$ cat src/hdl/tsl_pkg.sv
// ----------------------------------------------------------------------------
// tsl_pkg
// Shared types, style codes, character codes and character class functions
// for the template syntax lexer.
// ----------------------------------------------------------------------------
package tsl_pkg;

   // style codes
   localparam logic [2:0] ST_DEFAULT  = 3'd0;
   localparam logic [2:0] ST_OPERATOR = 3'd1;
   localparam logic [2:0] ST_IDENT    = 3'd2;
   localparam logic [2:0] ST_COMMENT  = 3'd3;
   localparam logic [2:0] ST_STRING   = 3'd4;
   localparam logic [2:0] ST_LITERAL  = 3'd5;
   localparam logic [2:0] ST_SPECIAL  = 3'd6;
   localparam logic [2:0] ST_FIELD    = 3'd7;

   // configuration register indexes
   localparam int unsigned CSR_INDEX_WIDTH = 2;
   localparam int unsigned CSR_DATA_WIDTH  = 3;
   localparam logic [CSR_INDEX_WIDTH-1:0] CSR_START_STYLE    = 2'd0;
   localparam logic [CSR_INDEX_WIDTH-1:0] CSR_START_INACTIVE = 2'd1;

   // character codes
   localparam logic [7:0] CH_LF     = 8'h0A;
   localparam logic [7:0] CH_CR     = 8'h0D;
   localparam logic [7:0] CH_DOLLAR = 8'h24;
   localparam logic [7:0] CH_PCT    = 8'h25;
   localparam logic [7:0] CH_QUOTE  = 8'h27;
   localparam logic [7:0] CH_LPAREN = 8'h28;
   localparam logic [7:0] CH_RPAREN = 8'h29;
   localparam logic [7:0] CH_COMMA  = 8'h2C;
   localparam logic [7:0] CH_SLASH  = 8'h2F;
   localparam logic [7:0] CH_LBRACK = 8'h5B;
   localparam logic [7:0] CH_RBRACK = 8'h5D;
   localparam logic [7:0] CH_UNDER  = 8'h5F;

   // lexer state carried from one item to the next
   typedef struct packed {
      logic [2:0] token_style;
      logic       token_inactive;
      logic       swallow_next;
      logic       line_start;
   } tsl_state_type;

   // one styled result
   typedef struct packed {
      logic [2:0] style;
      logic       inactive_mark;
   } tsl_result_type;

   // ascii letters, digits and underscore
   function automatic logic is_word(input logic [7:0] c);
      return (c >= 8'h30 && c <= 8'h39) || (c >= 8'h41 && c <= 8'h5A) ||
             (c >= 8'h61 && c <= 8'h7A) || c == CH_UNDER;
   endfunction

   function automatic logic is_op(input logic [7:0] c);
      return c == CH_LPAREN || c == CH_RPAREN || c == CH_COMMA ||
             c == CH_LBRACK || c == CH_RBRACK;
   endfunction

   function automatic logic is_special(input logic [7:0] c);
      return c == CH_DOLLAR || c == CH_PCT || c == CH_QUOTE;
   endfunction

   function automatic logic is_literal(input logic [7:0] c);
      return !is_special(c) && !is_op(c) && c != CH_CR && c != CH_LF;
   endfunction

endpackage

$ cat src/hdl/tsl_step.sv
// ----------------------------------------------------------------------------
// tsl_step
// Single-character styling decision: from the current lexer state and one
// character with its look-ahead, gives the character's style and the state
// for the following character.
// ----------------------------------------------------------------------------
module tsl_step import tsl_pkg::*; (
   input  tsl_state_type  state,
   input  logic [7:0]     ch,
   input  logic [7:0]     next_ch,
   input  logic           in_inactive,
   output tsl_state_type  state_next,
   output tsl_result_type result
);

   logic       closing;
   logic [2:0] cont_style;
   logic [2:0] start_style;

   // does the running token continue, end or close on this character
   always_comb begin
      closing    = 1'b0;
      cont_style = state.token_style;
      case (state.token_style)
         ST_OPERATOR, ST_SPECIAL: cont_style = ST_DEFAULT;
         ST_IDENT:   if (!is_word(ch)) cont_style = ST_DEFAULT;
         ST_COMMENT: if (state.line_start) cont_style = ST_DEFAULT;
         ST_STRING:  if (ch == CH_QUOTE) closing = 1'b1;
         ST_LITERAL: if (!is_literal(ch)) cont_style = ST_DEFAULT;
         ST_FIELD:   if (ch == CH_PCT) closing = 1'b1;
         default:    cont_style = state.token_style;
      endcase
   end

   // style of a token opened on this character (comment pair handled apart)
   always_comb begin
      if (is_op(ch)) begin
         start_style = ST_OPERATOR;
      end else if (is_special(ch) && ch == next_ch) begin
         start_style = ST_SPECIAL;
      end else if (ch == CH_DOLLAR) begin
         start_style = ST_IDENT;
      end else if (ch == CH_PCT) begin
         start_style = ST_FIELD;
      end else if (ch == CH_QUOTE) begin
         start_style = ST_STRING;
      end else if (is_literal(ch)) begin
         start_style = ST_LITERAL;
      end else begin
         start_style = ST_DEFAULT;
      end
   end

   // next state and result
   always_comb begin
      state_next = state;
      result.style         = state.token_style;
      result.inactive_mark = state.token_inactive;
      if (state.swallow_next) begin
         // second byte of a pair takes the current style unexamined
         state_next.swallow_next = 1'b0;
      end else if (closing) begin
         state_next.token_style    = ST_DEFAULT;
         state_next.token_inactive = 1'b0;
      end else if (cont_style == ST_DEFAULT) begin
         if (ch == CH_SLASH && next_ch == CH_SLASH) begin
            state_next.token_style    = ST_COMMENT;
            state_next.token_inactive = 1'b0;
            state_next.swallow_next   = 1'b1;
         end else begin
            state_next.token_style    = start_style;
            state_next.token_inactive = (start_style != ST_DEFAULT) ? in_inactive : 1'b0;
            state_next.swallow_next   = (start_style == ST_SPECIAL);
         end
         result.style         = state_next.token_style;
         result.inactive_mark = state_next.token_inactive;
      end else begin
         state_next.token_style = cont_style;
         result.style           = cont_style;
      end
      // line start after LF, or after a CR not followed by LF
      state_next.line_start = (ch == CH_LF) || (ch == CH_CR && next_ch != CH_LF);
   end

endmodule

$ cat src/hdl/template_syntax_lexer_core.sv
// ----------------------------------------------------------------------------
// template_syntax_lexer_core
// Per-character syntax styler for a template language: one style and
// inactive mark for every character item, with token state kept between
// items and a two-entry result buffer on the output side.
// ----------------------------------------------------------------------------
//  channel | direction | handshake              | payload
//  req     | in        | req_valid / req_stall  | req_ch, req_next_ch, req_in_inactive
//  rsp     | out       | rsp_valid / rsp_stall  | rsp_style, rsp_inactive_mark
//  csr     | in        | csr_write_enable       | csr_index, csr_write_data
//
//  one item per cycle while req_stall is low; each result is registered before it reaches rsp
//  the lexer state is updated at the accepting edge, so items chain freely
//  a result register plus a skid entry let one more item in while rsp stalls;
//  req_stall rises only when the skid entry is occupied
//  reset is synchronous; the state starts from the reset register values
// ----------------------------------------------------------------------------
module template_syntax_lexer_core import tsl_pkg::*; (
   input  logic                       clock,
   input  logic                       reset,
   input  logic                       req_valid,
   output logic                       req_stall,
   input  logic [7:0]                 req_ch,
   input  logic [7:0]                 req_next_ch,
   input  logic                       req_in_inactive,
   output logic                       rsp_valid,
   input  logic                       rsp_stall,
   output logic [2:0]                 rsp_style,
   output logic                       rsp_inactive_mark,
   input  logic                       csr_write_enable,
   input  logic [CSR_INDEX_WIDTH-1:0] csr_index,
   input  logic [CSR_DATA_WIDTH-1:0]  csr_write_data
);

   logic [2:0]     start_style_ff,    start_style_in;
   logic           start_inactive_ff, start_inactive_in;
   tsl_state_type  state_ff,          state_in;
   tsl_state_type  step_state;
   tsl_result_type step_result;
   tsl_result_type rsp_ff,            rsp_in;
   tsl_result_type skid_ff,           skid_in;
   logic           rsp_valid_ff,      rsp_valid_in;
   logic           skid_valid_ff,     skid_valid_in;
   logic           req_take;
   logic           rsp_pop;
   logic           csr_hit;

   assign req_stall         = skid_valid_ff;
   assign req_take          = req_valid && !skid_valid_ff;
   assign rsp_pop           = rsp_valid_ff && !rsp_stall;
   assign rsp_valid         = rsp_valid_ff;
   assign rsp_style         = rsp_ff.style;
   assign rsp_inactive_mark = rsp_ff.inactive_mark;
   assign csr_hit = csr_write_enable &&
                    (csr_index == CSR_START_STYLE || csr_index == CSR_START_INACTIVE);

   // per-character decision
   tsl_step u_step (
      .state       (state_ff),
      .ch          (req_ch),
      .next_ch     (req_next_ch),
      .in_inactive (req_in_inactive),
      .state_next  (step_state),
      .result      (step_result)
   );

   // configuration registers and lexer state
   always_comb begin
      start_style_in    = start_style_ff;
      start_inactive_in = start_inactive_ff;
      state_in          = state_ff;
      if (csr_write_enable) begin
         unique case (csr_index)
            CSR_START_STYLE:    start_style_in    = csr_write_data;
            CSR_START_INACTIVE: start_inactive_in = csr_write_data[0];
            default:            ;
         endcase
      end
      if (csr_hit) begin
         state_in.token_style    = start_style_in;
         state_in.token_inactive = start_inactive_in;
         state_in.swallow_next   = 1'b0;
         state_in.line_start     = 1'b1;
      end else if (req_take) begin
         state_in = step_state;
      end
   end

   // result register with skid entry
   always_comb begin
      rsp_in        = rsp_ff;
      skid_in       = skid_ff;
      rsp_valid_in  = rsp_valid_ff;
      skid_valid_in = skid_valid_ff;
      if (skid_valid_ff) begin
         if (rsp_pop) begin
            rsp_in        = skid_ff;
            skid_valid_in = 1'b0;
         end
      end else if (req_take) begin
         if (rsp_valid_ff && !rsp_pop) begin
            skid_in       = step_result;
            skid_valid_in = 1'b1;
         end else begin
            rsp_in       = step_result;
            rsp_valid_in = 1'b1;
         end
      end else if (rsp_pop) begin
         rsp_valid_in = 1'b0;
      end
   end

   always_ff @(posedge clock) begin
      if (reset) begin
         start_style_ff    <= ST_DEFAULT;
         start_inactive_ff <= 1'b0;
         state_ff          <= '{token_style: ST_DEFAULT, token_inactive: 1'b0,
                                swallow_next: 1'b0, line_start: 1'b1};
         rsp_valid_ff      <= 1'b0;
         skid_valid_ff     <= 1'b0;
      end else begin
         start_style_ff    <= start_style_in;
         start_inactive_ff <= start_inactive_in;
         state_ff          <= state_in;
         rsp_valid_ff      <= rsp_valid_in;
         skid_valid_ff     <= skid_valid_in;
      end
   end

   // payload registers
   always_ff @(posedge clock) begin
      rsp_ff  <= rsp_in;
      skid_ff <= skid_in;
   end

   // skid entry is only used behind a full result register
   assert property (@(posedge clock) disable iff (reset)
      skid_valid_ff |-> rsp_valid_ff)
      else $error("skid entry holds an item while result register is empty");

   // an item taken while the result stalls lands in the skid entry
   assert property (@(posedge clock) disable iff (reset)
      (req_take && rsp_valid_ff && rsp_stall) |=> skid_valid_ff)
      else $error("item taken under stall was not kept in the skid entry");

   // a swallowed byte never arms swallowing again
   assert property (@(posedge clock) disable iff (reset)
      (req_take && !csr_write_enable && state_ff.swallow_next) |=> !state_ff.swallow_next)
      else $error("swallow flag survived a swallowed byte");

   // a register write restarts the lexer at line start
   assert property (@(posedge clock) disable iff (reset)
      csr_hit |=> (!state_ff.swallow_next && state_ff.line_start))
      else $error("register write did not restart the lexer state");

endmodule
$ cat config.mk
export PLATFORM = sky130hd
export DESIGN_NAME = template_syntax_lexer_core
export DESIGN_NICKNAME = d
export VERILOG_FILES = /design/src/hdl/tsl_pkg.sv /design/src/hdl/tsl_step.sv /design/src/hdl/template_syntax_lexer_core.sv
export SDC_FILE = /design/constraint.sdc
export NUM_CORES = 1
export LEC_CHECK = 0
export ABC_AREA = 1
export BUFFER_PORTS_ARGS = -buffer_cell sky130_fd_sc_hd__buf_4
export CAP_MARGIN = 20
export CORE_ASPECT_RATIO = 0.6
export CORE_MARGIN = 1
export CORE_UTILIZATION = 59
export CTS_CLUSTER_DIAMETER = 100
export DETAILED_ROUTE_END_ITERATION = 16
export GPL_ROUTABILITY_DRIVEN = 0
export PLACE_DENSITY = 0.8
export SYNTH_ARGS = -nofsm -noshare
export SYNTH_HDL_FRONTEND = slang
export SYNTH_HIERARCHICAL = 1
export SYNTH_SLANG_ARGS = --single-unit
$ cat constraint.sdc
create_clock -name clock -period 3.2 [get_ports clock]
set_input_delay 0.64 -clock clock [delete_from_list [all_inputs] [get_ports clock]]
set_output_delay 0.64 -clock clock [all_outputs]
set_load 0.01 [all_outputs]
Yosys cells after proc, flatten, opt, wreduce, memory -nomap -nowiden
Index checks and enable logic that the tools add are counted.

cells by class
  add/sub/neg operators = 0
  $mul = 0
  divide/modulo/power cells = 0
  $lt $le $gt $ge = 6
  equal/unequal tests = 30
  shift operators = 0
  muxes and demuxes = 41
  bitwise gates (word level) = 1
  reductions and logical operators = 43

operator list
  cell                  number
  $eq A8 B6 Y1 const B  8
  $mux W3               12
  $mux W4               8
  $eq A8 B7 Y1 const B  3
  $ne A8 B4 Y1 const B  3
  $eq A8 B4 Y1 const B  2
  $ge A8 B7 Y1 const B  2
  $le A8 B7 Y1 const B  2
  $eq A3 B3 Y1 const B  5
  $mux W1               15
  $logic_and A1 B1 Y1   13
  $mux W6               2
  $pmux W3 S4           1
  $reduce_and A3 Y1     4
  $logic_or A1 B1 Y1    11
  $eq A8 B8 Y1          1
  $ge A8 B6 Y1 const B  1
  $le A8 B6 Y1 const B  1
  $eq A3 B2 Y1 const B  2
  $reduce_bool A2 Y1    3
  $reduce_bool A3 Y1    2
  $logic_not A1 Y1      5
  $mux W5               1
  $ne A2 B1 Y1 const B  2
  10 further kinds      12

storage, ports and cells
  flip-flop bits (word level) = 20
  bits in latches = 0
  RAM bits = 0
  bits in read-only memories = 0
  input port bits = 27
  output and inout port bits = 6
  logic and storage cells = 133
  memories kept = 0

Logic depth before layout (Yosys ltp)
Gate-level depths: netlist of run 1.

  depth after elaboration = 24
  gate-level depth with buffers = 16

By module
The synthesis of run 1 kept the hierarchy.

by module, submodules not included
  module                      instances  cells each  area an instance (sq um)
  template_syntax_lexer_core  1          106         867.1
  tsl_step                    1          172         825.8

Worst setup path before layout of run 1
OpenSTA, ideal clock, no wires.

  kind = input to register
  start = input req_ch[3]
  end = register state_ff[5] (netlist name)
  arrival time = 1919 ps
  data required time = 3085 ps
  slack = 1165 ps
  stages = 14
  cell sequence = buf_4 > nand2_1 > inv_1 > nand2_1 > nand2_1 > a21oi_2 > nand3_2 > nand2_2 > nor2_4 > nand3_1 > nand3_1 > or2_1 > o211ai_2 > nand2_1

RTL lines
  element               RTL line                           source
  start, declared       template_syntax_lexer_core.sv:23   input logic [7:0] req_ch,
  end signal, assigned  template_syntax_lexer_core.sv:117  state_ff <= '{token_style: ST_DEFAULT, token_inactive: 1'b0,
  end signal, assigned  template_syntax_lexer_core.sv:124  state_ff <= state_in;
  end, declared         template_syntax_lexer_core.sv:37   tsl_state_type state_ff, state_in;

==> results by group, run 1 <==
Run status
  – Run status: complete, but fails checks
  – Violated checks: DRC

Yosys
  – Cell types with the highest counts after synthesis: 107 x nand2_1, 35 x inv_1, 24 x nor2_1
  – Cell with the most instances after synthesis: nand2_1
  – Post-Synthesis Cell Area: 0.001693 sq mm
  – Sequential fraction of the synthesis area: 28.38%
  – Cell count after synthesis: 278
  – Net count after synthesis: 305
  – Distinct cell type count of the synthesized netlist: 30
  – Primary flip-flop cell chosen by synthesis mapping: dfxtp_1
  – Synth area leader: nand2_1
  – Proportion of synthesized flip-flops having asynchronous set or reset: 0%
  – Count of flip-flops with a built-in enable after synthesis: 8
  – Fraction of synthesized cell area taken by the top area cell type: 23.73%
  – Yosys warnings: 6
  – Total of flip-flops plus latches after synthesis: 20
  – Average cell area after synthesis: 6.089 sq um
  – Leading post-synthesis cells by cell area: nand2_1 24%, dfxtp_1 14%, edfxtp_1 14%

Global routing
  – Number of global-route vias before repair: 1554
  – Initial antenna violation count: 0
  – Global-route wire length before repair: 7203 microns
  – Maximum number of pins on one net before global-route repair: 12
  – All-Layer GR Usage: 30.36%
  – Global route overflow: 0

Min path
  – Worst hold path startpoint: start_style_ff[0]$_SDFF_PP0_
  – Hold/Removal Path Class: flop to flop
  – End of the worst hold path: start_style_ff[0]$_SDFF_PP0_
  – Hold path cells: 4

Timing
  – Final critical-path required period: 2021 ps
  – Hold violation count in the final report: 0
  – Worst slew pin tran: 429.9 ps
  – Hold Worst Slack: 529.5 ps
  – Fmax: 494.7 MHz
  – Largest clock skew in the final design: 3.043 ps
  – Final-report setup violation count: 0
  – Max-slew violation count: 0
  – TNS Setup: 0 ps
  – Worst slew margin relative to its limit: 71.07%
  – Crit share post-route: 63.17%
  – Unrepaired setup endpoints after global routing: false

Die
  – Starting density of the core: 64.86%
  – # rows: 14
  – Die outline height: 43.49 microns
  – Core Footprint: 0.002610 sq mm
  – Top-Level Pins: 33
  – Die Span X: 71.15 microns
  – Die area: 0.003094 sq mm

Clocking
  – CTS Hold Bufs: 0
  – CTS root buf: clkbuf_8
  – Setup Fix Bufs, Post-CTS: 0
  – # clock sinks: 20
  – Resized Gates After CTS: 0
  – Depth of the CTS H-tree: 1
  – Later-pin clock latency in the skew report: 250 ps
  – TritonCTS clock tree: yes
  – CTS buffer count: 3
  – Clock transition at the registers of the reported paths: 70 ps
  – Clock tree buffer depth: 2

Cells and area
  – Number of nets at the end of the flow: 341
  – Util after Layout: 77.04%
  – Relative area change from synthesis to final layout: 18.77%
  – Non-Filler Instances: 345
  – Share of cells above drive strength 1: 23.96%
  – Total inserted antenna cells: 0
  – Filler Cells Inserted: 222

Power
  – IR Drop Worst-Case VDD: 297.3 uV
  – Power density of the placed cells: 320.7 mW/mm^2
  – Leakage: 1.049 nW

Drt
  – Number of vias per cell after detailed routing: 5.275
  – Post-DR wirelength/cell: 12.73 microns
  – Wirelength, routed: 4392 microns
  – Total via count after detailed routing: 1820
  – Remaining number of nets flagged by the antenna check after routing: 0
  – Number of DRC markers after the initial detailed-route iteration: 228
  – Number of DRC violations after detailed routing: 1
  – TritonRoute pass-1 iters: 12

Worst setup path
  – Crit path arrival time: 2170 ps
  – Crit Path Category: input port to flop
  – Reg-to-reg startpoint: state_ff[4]$_SDFFE_PP0P_
  – Type of element launching the critical path: input port
  – Critical path endpoint category: flop
  – Critical path fanouts, max: 6
  – Reg-to-reg slack, setup: 1320 ps
  – R2R depth: 10
  – Data required time of the worst path: 3350 ps
  – Worst R2R End: state_ff[5]$_SDFFE_PP0P_

Placed design
  – Port Buffers: 32
  – Half-perimeter wire length after detailed placement: 3684 microns
  – Dpl cells: 341

Job
  – Count of maximum capacitance violations: 0
==> cells by family after synthesis <==
| group | Yosys count | share of synthesized area (%) |
|---|---|---|
| flops | 20 | 28.38 |
| xor+xnor | 4 | 2.069 |
| buf+inv | 48 | 11.09 |
| compound gates | 15 | 5.912 |
| simple gates | 191 | 52.55 |
==> sequential cells by signal, summed over array words and instances, names as in the netlist <==
name	flops
state_ff	6
skid_ff	4
rsp_style	3
start_style_ff	3
req_stall	1
rsp_inactive_mark	1
rsp_valid	1
start_inactive_ff	1
==> worst max-delay path: stages <==
cell      delay (ps)
buf_4            140
nand2_2           80
clkinv_2          80
nand2_1           70
nand2_1           80
a21oi_2          210
nand3_2          150
nand2_2          130
nor2_4            50
nand3_1           90
nand3_1           70
or2_1            240
o211ai_2          60
nand2_1           60
==> final cells by class <==
class,count,area [sq um],area share [%]
clock buffer,3,41.29,2.054
inverter,47,180.2,8.961
multi-input combinational,210,1025,50.96
clock inverter,1,3.754,0.1867
timing repair buffer,32,240.2,11.95
sequential,20,480.5,23.90
tap,32,40.04,1.991
==> placed cells by master, fill, tap and decap left out, types with 6 or more instances in the layout <==
cell | netlist | routed
inv_1 | 35 | 35
nor2_1 | 24 | 24
nand2_2 | 6 | 6
buf_4 | 1 | 32
nand3_1 | 21 | 21
edfxtp_1 | 8 | 8
inv_2 | 10 | 10
nand2_1 | 107 | 107
nor2_2 | 8 | 8
dfxtp_1 | 12 | 12
nand4_1 | 6 | 6
==> power breakdown <==
part,switching (W),internal (W),total [W]
sequential,0.0000120,0.000285,0.000297
clock,0.0000788,0.0000853,0.000164
combinational,0.000112,0.0000726,0.000184
==> through the flow <==
step | setup WS (ps) | power, W | instance area (sq um)
after floorplan | 1165 | 0.0004078 | 1693
after global placement | 998.4 | 0.0004791 | 1966
after detailed placement | 955.0 | 0.0004822 | 1966
after CTS | 1226 | 0.0006433 | 2011
after global routing | 1098 | 0.0006781 | 2011
final | 1179 | 0.0006449 | 2011
==> per-layer routing <==
metal  wire length (microns)  vias up  global-route usage, %
li1                        -      943                      -
met1                    2181      771                  48.55
met2                    1594      104                  40.19
met3                     607        2                  10.47
met4                       8        0                  1.200
met5                       0        -                      0
==> how the worst max path moves through the flow <==
stage / depth (start not counted) / start / to / slack (ps)
2_1_floorplan: 14 / req_ch[3] / state_ff[5]$_SDFFE_PP0P_ / 1170
3_3_place_gp: 14 / req_ch[0] / state_ff[5]$_SDFFE_PP0P_ / 1000
3_5_place_dp: 14 / req_ch[0] / state_ff[5]$_SDFFE_PP0P_ / 960
4_1_cts: 14 / req_ch[0] / state_ff[5]$_SDFFE_PP0P_ / 1230
5_1_grt: 13 / req_ch[0] / rsp_style[1]$_DFFE_PP_ / 1100
6_report: 14 / req_ch[0] / state_ff[5]$_SDFFE_PP0P_ / 1180
No activity file was read; power rests on OpenSTA's default activity.
==> inputs of run 2 (changes only) <==
--- a/config.mk
+++ b/config.mk
@@ -5,16 +5,16 @@
 export SDC_FILE = /design/constraint.sdc
 export NUM_CORES = 1
 export LEC_CHECK = 0
-export ABC_AREA = 1
+export ABC_AREA = 0
 export BUFFER_PORTS_ARGS = -buffer_cell sky130_fd_sc_hd__buf_4
 export CAP_MARGIN = 20
 export CORE_ASPECT_RATIO = 0.6
 export CORE_MARGIN = 1
-export CORE_UTILIZATION = 59
+export CORE_UTILIZATION = 49
 export CTS_CLUSTER_DIAMETER = 100
 export DETAILED_ROUTE_END_ITERATION = 16
 export GPL_ROUTABILITY_DRIVEN = 0
-export PLACE_DENSITY = 0.8
+export PLACE_DENSITY = 0.71
 export SYNTH_ARGS = -nofsm -noshare
 export SYNTH_HDL_FRONTEND = slang
 export SYNTH_HIERARCHICAL = 1
==> constraint.sdc (replaced) <==
create_clock -name clock -period 1.7 [get_ports clock]
set_input_delay 0.34 -clock clock [delete_from_list [all_inputs] [get_ports clock]]
set_output_delay 0.34 -clock clock [all_outputs]
set_load 0.01 [all_outputs]
==> run 2 against run 1 <==
Net effect:
- the flow finishes with violations (setup timing)
- die area rose by 14%
- first-iteration DRC count fell by 32%
- cell area rose by 24%
- clock skew rose by 3.2 ps
- total power rose by 140%
- core utilization rose by 6.4 points
- sequential share of layout area fell by 4.4 points
- critical path type is now flop to flop
==> results by group, run 2 <==
Drt
  – Number of DRC markers after the initial detailed-route iteration: 154 (-32%)
  – TritonRoute pass-1 iters: 4 (-8)
  – Wirelength, routed: 6022 microns (+37%)
  – Number of DRC violations after detailed routing: 0 (-1)
  – Post-DR wirelength/cell: 20.14 microns (+58%)
  – Number of vias per cell after detailed routing: 6.452 (+22%)
  – Total via count after detailed routing: 1929 (+6.0%)
  – Remaining number of nets flagged by the antenna check after routing: 0 (unchanged)

Timing
  – Hold Worst Slack: 328.9 ps (-200.6 ps)
  – Max-slew violation count: 0 (unchanged)
  – Post-layout worst setup margin: -575.4 ps (-1754 ps)
  – Crit share post-route: 133.8%
  – Final critical-path required period: 2275 ps
  – Fmax: 439.5 MHz
  – Final-report setup violation count: 13 (+13)
  – Hold violation count in the final report: 0 (unchanged)
  – Worst slew pin tran: 586.5 ps (+156.6 ps)
  – Unrepaired setup endpoints after global routing: true
  – Worst slew margin relative to its limit: 60.55% (-11 points)
  – Largest clock skew in the final design: 6.269 ps (+3.226 ps)

Power
  – Total net switching power: 0.0004182 W (+110%)
  – Power density of the placed cells: 611.8 mW/mm^2 (+91%)
  – Proportion of power drawn by flip-flops and latches: 36.4% (-9.6 points)
  – Overall Power: 0.001524 W (+140%)
  – IR Drop Worst-Case VDD: 541.3 uV (+82%)
  – Clock network fraction of design power: 31.0% (+5.6 points)
  – Internal Power: 0.001106 W (+150%)
  – Sw frac: 27.44% (-3.9 points)
  – Leakage: 1.025 nW (-2.3%)
  – Portion of total power attributed to combinational logic: 32.5% (+3.9 points)

Yosys
  – Distinct cell type count of the synthesized netlist: 60 (+100%)
  – Synth area leader: dfxtp_1
  – Average cell area after synthesis: 8.578 sq um (+41%)
  – Mux share of post-synthesis cell area: 7.176% (+7.2 points)
  – Primary flip-flop cell chosen by synthesis mapping: dfxtp_1
  – Fraction of synthesized cell area taken by the top area cell type: 14.98% (-8.7 points)
  – Post-Synthesis Cell Area: 0.001604 sq mm (-5.2%)
  – Yosys warnings: 6 (unchanged)
  – Net count after synthesis: 214 (-30%)
  – Xor/xnor share of the synthesized area: 3.822% (+1.8 points)
  – Count of flip-flops with a built-in enable after synthesis: 8 (unchanged)
  – Proportion of synthesized flip-flops having asynchronous set or reset: 0% (unchanged)
  – Synth Area in Adders: 0% (unchanged)
  – Leading post-synthesis cells by cell area: dfxtp_1 15%, edfxtp_1 15%, nand2_1 6.1%
  – Combinational family with the most area after synthesis: simple AND/OR/NAND/NOR gates
  – Cell with the most instances after synthesis: nand2_1
  – Cell count after synthesis: 187 (-33%)
  – Total of flip-flops plus latches after synthesis: 20 (unchanged)
  – Cell types with the highest counts after synthesis: 26 x nand2_1, 13 x a21oi_1, 12 x dfxtp_1
  – Sequential fraction of the synthesis area: 29.95% (+1.6 points)
  – Simple-gate area share of the yosys netlist: 29.95% (-23 points)
  – Compound-gate portion of the synthesized area: 22.39% (+16 points)

Worst setup path
  – Critical path fanouts, max: 5 (-1)
  – Data required time of the worst path: 1720 ps (-1630 ps)
  – Critical path endpoint category: flop
  – Crit Path Category: flop to flop
  – Crit path max-delay cell type: or4_4
  – Number of buffers and inverters on the critical path: 0 (-2)
  – Type of element launching the critical path: flop
  – Crit path arrival time: 2300 ps (+130 ps)
  – Worst path top cell family by delay: simple AND/OR/NAND/NOR gates
  – Largest stage delay on the critical path: 490 ps (+250 ps)
  – Cells along the critical path: nand2b_4 -> or4_4 -> a311oi_4 -> nor2_2 -> a311oi_2 -> o21ai_2 -> mux2_2

Cells and area
  – Number of nets at the end of the flow: 285 (-16%)
  – Share of cells above drive strength 1: 52.53% (+29 points)
  – Relative area change from synthesis to final layout: 55.30%
  – Flip-flop count of the largest register, all copies and words added: 6 (unchanged)
  – Util after Layout: 83.48% (+6.4 points)
  – Leading cell types in the layout, fill and taps excluded: 67 x buf_4, 25 x nand2_1, 13 x a21oi_1
  – Top register by number of flip-flops: state_ff
  – Largest registers: state_ff x6, skid_ff x4
  – Most common cell after layout, fill and taps aside: buf_4
  – Total inserted antenna cells: 0 (unchanged)
  – Final cell area excluding filler cells: 0.002491 sq mm (+24%)
  – Filler Cells Inserted: 163 (-27%)

Clocking
  – Later-pin clock latency in the skew report: 260 ps (about the same)
  – # clock sinks: 20 (unchanged)
  – CTS buffer count: 3 (unchanged)
  – Clock transition at the registers of the reported paths: 80 ps (about the same)
  – Clock tree buffer depth: 2 (unchanged)
  – CTS root buf: clkbuf_8
  – TritonCTS clock tree: yes
  – Depth of the CTS H-tree: 1 (unchanged)

Global routing
  – Global-route wire length before repair: 8859 microns (+23%)
  – Number of global-route vias before repair: 1716 (+10%)
  – Initial antenna violation count: 0 (unchanged)
  – Maximum number of pins on one net before global-route repair: 13 (+1)
  – Global route overflow: 0 (unchanged)
  – All-Layer GR Usage: 35.95% (+5.6 points)

Placed design
  – Port Buffers: 32 (unchanged)
  – Half-perimeter wire length after detailed placement: 3934 microns (+6.8%)
  – Cell Area, Placed: 0.002165 sq mm (+10%)

Die
  – Starting density of the core: 53.75% (-11 points)
  – Die Span X: 75.87 microns (+6.6%)
  – Die area: 0.003514 sq mm (+14%)
  – Top-Level Pins: 33 (unchanged)
  – # rows: 15 (+1)
  – Core Footprint: 0.002984 sq mm (+14%)
  – Die outline height: 46.32 microns (+6.5%)

Run status
  – Violated checks: setup timing
  – Run status: complete, but fails checks

Job
  – Count of maximum capacitance violations: 0 (unchanged)

Min path
  – Hold/Removal Path Class: input port to flop
==> run 2: cell types whose count changed after synthesis, moves of 8 or more <==
cell | previous run | this run
a21oi_1 | 3 | 13
inv_1 | 35 | 5
inv_2 | 10 | 0
nand2_1 | 107 | 26
nand3_1 | 21 | 3
nor2_1 | 24 | 8
nor2_2 | 8 | 0
o21ai_0 | 3 | 11
==> run 2: layer usage <==
layer / vias to the layer above / wire, microns / track usage (%)
met5: - / 0 / 0
met4: 0 / 323 / 12.22
met3: 36 / 630 / 7.002
met2: 163 / 2692 / 59.82
met1: 886 / 2376 / 47.04
li1: 844 / - / -
==> run 2: cells by family after synthesis <==
family,Yosys count
and+or+nand+nor,80
xor gates and xnor gates,7
buffers and inverters,17
DFF,20
AOI/OAI and AO/OA,52
muxes,11
==> run 2: worst paths after layout <==
check | from | end | slack [ps] | cells past startpoint
max | state_ff[3]$_SDFFE_PP0P_ | rsp_style[0]$_DFFE_PP_ | -580 | 7
min | csr_write_data[2] | start_style_ff[2]$_SDFF_PP0_ | 330 | 3
min reg2reg | start_style_ff[0]$_SDFF_PP0_ | start_style_ff[0]$_SDFF_PP0_ | 480 | 2
max reg2reg | state_ff[3]$_SDFFE_PP0P_ | rsp_style[0]$_DFFE_PP_ | -580 | 7
==> run 2: final cells by class <==
type                    count  area [sq um]  area share, %
well taps                  42         52.55          2.109
flip-flops and latches     20         485.5          19.49
inverters                   5         18.77         0.7534
repair buffers             78         648.1          26.02
multi-input cells         150          1215          48.77
clock buffers               3         41.29          1.657
clock inverters             1         30.03          1.205
==> run 2: worst register-to-register path: cells and delay by family, from the launching register on <==
| kind | cells | cell delay, ps |
|---|---|---|
| and+or+nand+nor | 3 | 740 |
| muxes | 1 | 270 |
| DFF | 1 | 340 |
| AOI/OAI and AO/OA | 3 | 690 |
==> run 2: metrics by stage <==
| step | worst slack [ps] | TNS (ps) | std cells |
|---|---|---|---|
| finish | -575.4 | -5865 | 299 |
| global route | -613.3 | -6451 | 299 |
| CTS | -533.6 | -5177 | 298 |
| detailed placement | -828.7 | -9165 | 287 |
| global placement | -763.8 | -8466 | 287 |
| floorplan | -675.4 | -5795 | 187 |
==> run 2: repair_timing <==
item                                   CTS  global route
gates resized for setup                 39             6
setup endpoints to repair               14            14
hold buffers                             0             0
endpoints found under the hold margin    0             0
buffers inserted                         7             1
pin swaps                               19             6
==> run 2: power by group through the flow <==
stage | sequential [W] | clock, W | combinational, W
2_1_floorplan | 0.000564 | 0 | 0.000218
3_3_place_gp | 0.000562 | 0 | 0.000374
3_5_place_dp | 0.000564 | 0 | 0.000391
4_1_cts | 0.000554 | 0.000471 | 0.000455
5_1_grt | 0.000559 | 0.000492 | 0.000522
6_report | 0.000555 | 0.000473 | 0.000496
==> inputs of run 3 (changes only) <==
--- a/config.mk
+++ b/config.mk
@@ -10,11 +10,11 @@
 export CAP_MARGIN = 20
 export CORE_ASPECT_RATIO = 0.6
 export CORE_MARGIN = 1
-export CORE_UTILIZATION = 49
-export CTS_CLUSTER_DIAMETER = 100
+export CORE_UTILIZATION = 30
+export CTS_CLUSTER_DIAMETER = 40
 export DETAILED_ROUTE_END_ITERATION = 16
 export GPL_ROUTABILITY_DRIVEN = 0
-export PLACE_DENSITY = 0.71
+export PLACE_DENSITY = 0.47
 export SYNTH_ARGS = -nofsm -noshare
 export SYNTH_HDL_FRONTEND = slang
 export SYNTH_HIERARCHICAL = 1
==> run 3 against run 2 <==
Net effect:
- the flow still finishes with violations (setup timing)
- critical path depth is 2 higher
- sequential share of layout area grew 0.091 points
- wire length fell by 20%
- core utilization fell by 35 points
- cell area hardly changed
- global-route usage fell by 18 points
- critical path type unchanged
- die area grew 61%
- sequential cell count unchanged
- non-clock buffer count is 2 lower
- register-to-register slack worse by 40 ps
- combinational power decreased by 6.7%
- maximum frequency decreased by 1.6%
- largest power group unchanged
==> results by group, run 3 (synthesis gave the netlist of run 2 again) <==
Run status
  – Run status: complete, but fails checks
  – Violated checks: setup timing

Timing
  – Hold Worst Slack: 330.7 ps (+1.835 ps)
  – Worst slew margin relative to its limit: 61.46% (+0.91 points)
  – TNS Setup: -6057 ps (-191.9 ps)
  – Fmax: 432.5 MHz (-1.6%)
  – Crit share post-route: 136.0% (+2.2 points)
  – Final-report setup violation count: 13 (unchanged)
  – Unrepaired setup endpoints after global routing: true
  – Largest clock skew in the final design: 4.910 ps (-1.359 ps)
  – Hold violation count in the final report: 0 (unchanged)
  – Final critical-path required period: 2312 ps (+36.83 ps)
  – Post-layout worst setup margin: -612.3 ps (-36.83 ps)
  – Worst slew pin tran: 573.0 ps (-13.55 ps)
  – Max-slew violation count: 0 (unchanged)

Cells and area
  – Non-Filler Instances: 321 (+7.4%)
  – Filler Cells Inserted: 498 (+210%)
  – Number of nets at the end of the flow: 283 (-0.70%)
  – Total inserted antenna cells: 0 (unchanged)
  – Flip-flop count of the largest register, all copies and words added: 6 (unchanged)
  – Relative area change from synthesis to final layout: 55.38% (about the same)
  – Leading cell types in the layout, fill and taps excluded: 69 x buf_4, 25 x nand2_1, 13 x a21oi_1
  – Top register by number of flip-flops: state_ff
  – Largest registers: state_ff x6, skid_ff x4
  – Final cell area excluding filler cells: 0.002492 sq mm (about the same)
  – Most common cell after layout, fill and taps aside: buf_4
  – Share of cells above drive strength 1: 51.76% (-0.76 points)

Placed design
  – Port Buffers: 32 (unchanged)
  – Cell Area, Placed: 0.002160 sq mm (-0.23%)
  – Half-perimeter wire length after detailed placement: 3725 microns (-5.3%)
  – Dpl cells: 308 (+7.3%)

Power
  – Leakage: 1.012 nW (-1.3%)
  – IR Drop Worst-Case VDD: 345.1 uV (-36%)
  – Power density of the placed cells: 602.0 mW/mm^2 (-1.6%)

Die
  – Die Span X: 96.40 microns (+27%)
  – Top-Level Pins: 33 (unchanged)
  – Starting density of the core: 31.42% (-22 points)
  – Core Footprint: 0.005105 sq mm (+71%)
  – # rows: 20 (+5)
  – Die outline height: 58.64 microns (+27%)
  – Die area: 0.005653 sq mm (+61%)

Worst setup path
  – Cells along the critical path: nand2b_4 -> or4_4 -> a311oi_4 -> or3_4 -> buf_4 -> buf_6 -> and2b_2 -> o21ai_2 -> mux2_4
  – Data required time of the worst path: 1840 ps (+120 ps)
  – Crit path max-delay cell type: or4_4
  – Crit Path Category: flop to flop
  – Crit path arrival time: 2460 ps (+160 ps)
  – Critical path fanouts, max: 4 (-1)
  – Largest stage delay on the critical path: 490 ps (about the same)
  – Type of element launching the critical path: flop
  – Reg-to-reg startpoint: state_ff[3]$_SDFFE_PP0P_
  – Critical path endpoint category: flop
  – R2R depth: 9 (+2)
  – Reg-to-reg slack, setup: -610 ps (-40 ps)
  – Worst R2R End: rsp_inactive_mark$_DFFE_PP_

Clocking
  – Depth of the CTS H-tree: 1 (unchanged)
  – Later-pin clock latency in the skew report: 260 ps (about the same)
  – # clock sinks: 20 (unchanged)
  – CTS buffer count: 3 (unchanged)
  – TritonCTS clock tree: yes
  – Clock tree buffer depth: 2 (unchanged)
  – CTS root buf: clkbuf_8
  – Clock transition at the registers of the reported paths: 80 ps (about the same)

Global routing
  – All-Layer GR Usage: 17.65% (-18 points)
  – Global route overflow: 0 (unchanged)
  – Maximum number of pins on one net before global-route repair: 13 (unchanged)
  – Initial antenna violation count: 0 (unchanged)
  – Global-route wire length before repair: 7500 microns (-15%)
  – Number of global-route vias before repair: 1484 (-14%)

Drt
  – Remaining number of nets flagged by the antenna check after routing: 0 (unchanged)
  – TritonRoute pass-1 iters: 4 (unchanged)
  – Wirelength, routed: 4833 microns (-20%)
  – Number of DRC violations after detailed routing: 0 (unchanged)
  – Total via count after detailed routing: 1638 (-15%)
  – Number of DRC markers after the initial detailed-route iteration: 77 (-50%)
  – Post-DR wirelength/cell: 15.06 microns (-25%)
  – Number of vias per cell after detailed routing: 5.103 (-21%)

Min path
  – End of the worst hold path: start_style_ff[2]$_SDFF_PP0_
  – Hold/Removal Path Class: input port to flop
  – Hold path cells: 3 (unchanged)
  – Worst hold path startpoint: csr_write_data[2]

Job
  – Count of maximum capacitance violations: 0 (unchanged)
-- run 3: worst max path at each step --
stage,from,end,slack [ps]
2_1_floorplan,req_ch[4],state_ff[2]$_SDFFE_PP0P_,-680
3_3_place_gp,req_ch[7],rsp_style[0]$_DFFE_PP_,-820
3_5_place_dp,req_ch[5],state_ff[2]$_SDFFE_PP0P_,-810
4_1_cts,state_ff[4]$_SDFFE_PP0P_,state_ff[2]$_SDFFE_PP0P_,-560
5_1_grt,state_ff[3]$_SDFFE_PP0P_,rsp_inactive_mark$_DFFE_PP_,-680
6_report,state_ff[3]$_SDFFE_PP0P_,rsp_inactive_mark$_DFFE_PP_,-610
-- run 3: worst max-delay path: cells and delay by family (launching register included) --
family                 cells  cell delay, ps
AO/OA/AOI/OAI              2             440
flip-flops                 1             360
multiplexers               1             160
AND/OR/NAND/NOR            4            1040
buffers and inverters      2             190
-- run 3: area by class of cell --
| class | instances | area [sq um] | area share [%] |
|---|---|---|---|
| timing repair buffer | 76 | 605.6 | 24.30 |
| clock buffer | 3 | 41.29 | 1.657 |
| clock inverter | 1 | 30.03 | 1.205 |
| sequential | 20 | 488.0 | 19.58 |
| inverter | 5 | 18.77 | 0.7530 |
| tap | 66 | 82.58 | 3.313 |
| multi-input combinational | 150 | 1226 | 49.20 |
-- run 3: repair_timing --
action / CTS / global route
hold buffers: 0 / 0
endpoints found under the setup margin: 14 / 14
pin swaps: 8 / 14
resized for setup: 22 / 22
setup buffers: 2 / 7
-- run 3: power breakdown --
part | switching, W | total, W | internal (W)
combinational | 0.000211 | 0.000463 | 0.000252
sequential | 0.0000228 | 0.000555 | 0.000532
clock | 0.000168 | 0.000483 | 0.000315
total | 0.000402 | 0.00150 | 0.00110
-- run 3: layer usage --
| metal | up-vias | GRT usage [%] | part of all wire (%) |
|---|---|---|---|
| li1 | 835 | - | - |
| met4 | 0 | 1.891 | 0.35 |
| met3 | 4 | 4.005 | 5.6 |
| met1 | 764 | 28.92 | 54 |
| met5 | - | 0 | 0 |
| met2 | 35 | 23.40 | 40 |
-- run 3: through the flow --
step                setup WS (ps)  util (%)   power, W
detailed placement         -810.6     42.30  0.0009412
floorplan                  -675.4         -  0.0007818
global placement           -820.7     42.30  0.0009356
finish                     -612.3     48.82   0.001500
CTS                        -561.3     45.88   0.001461
global route               -677.1     48.82   0.001577
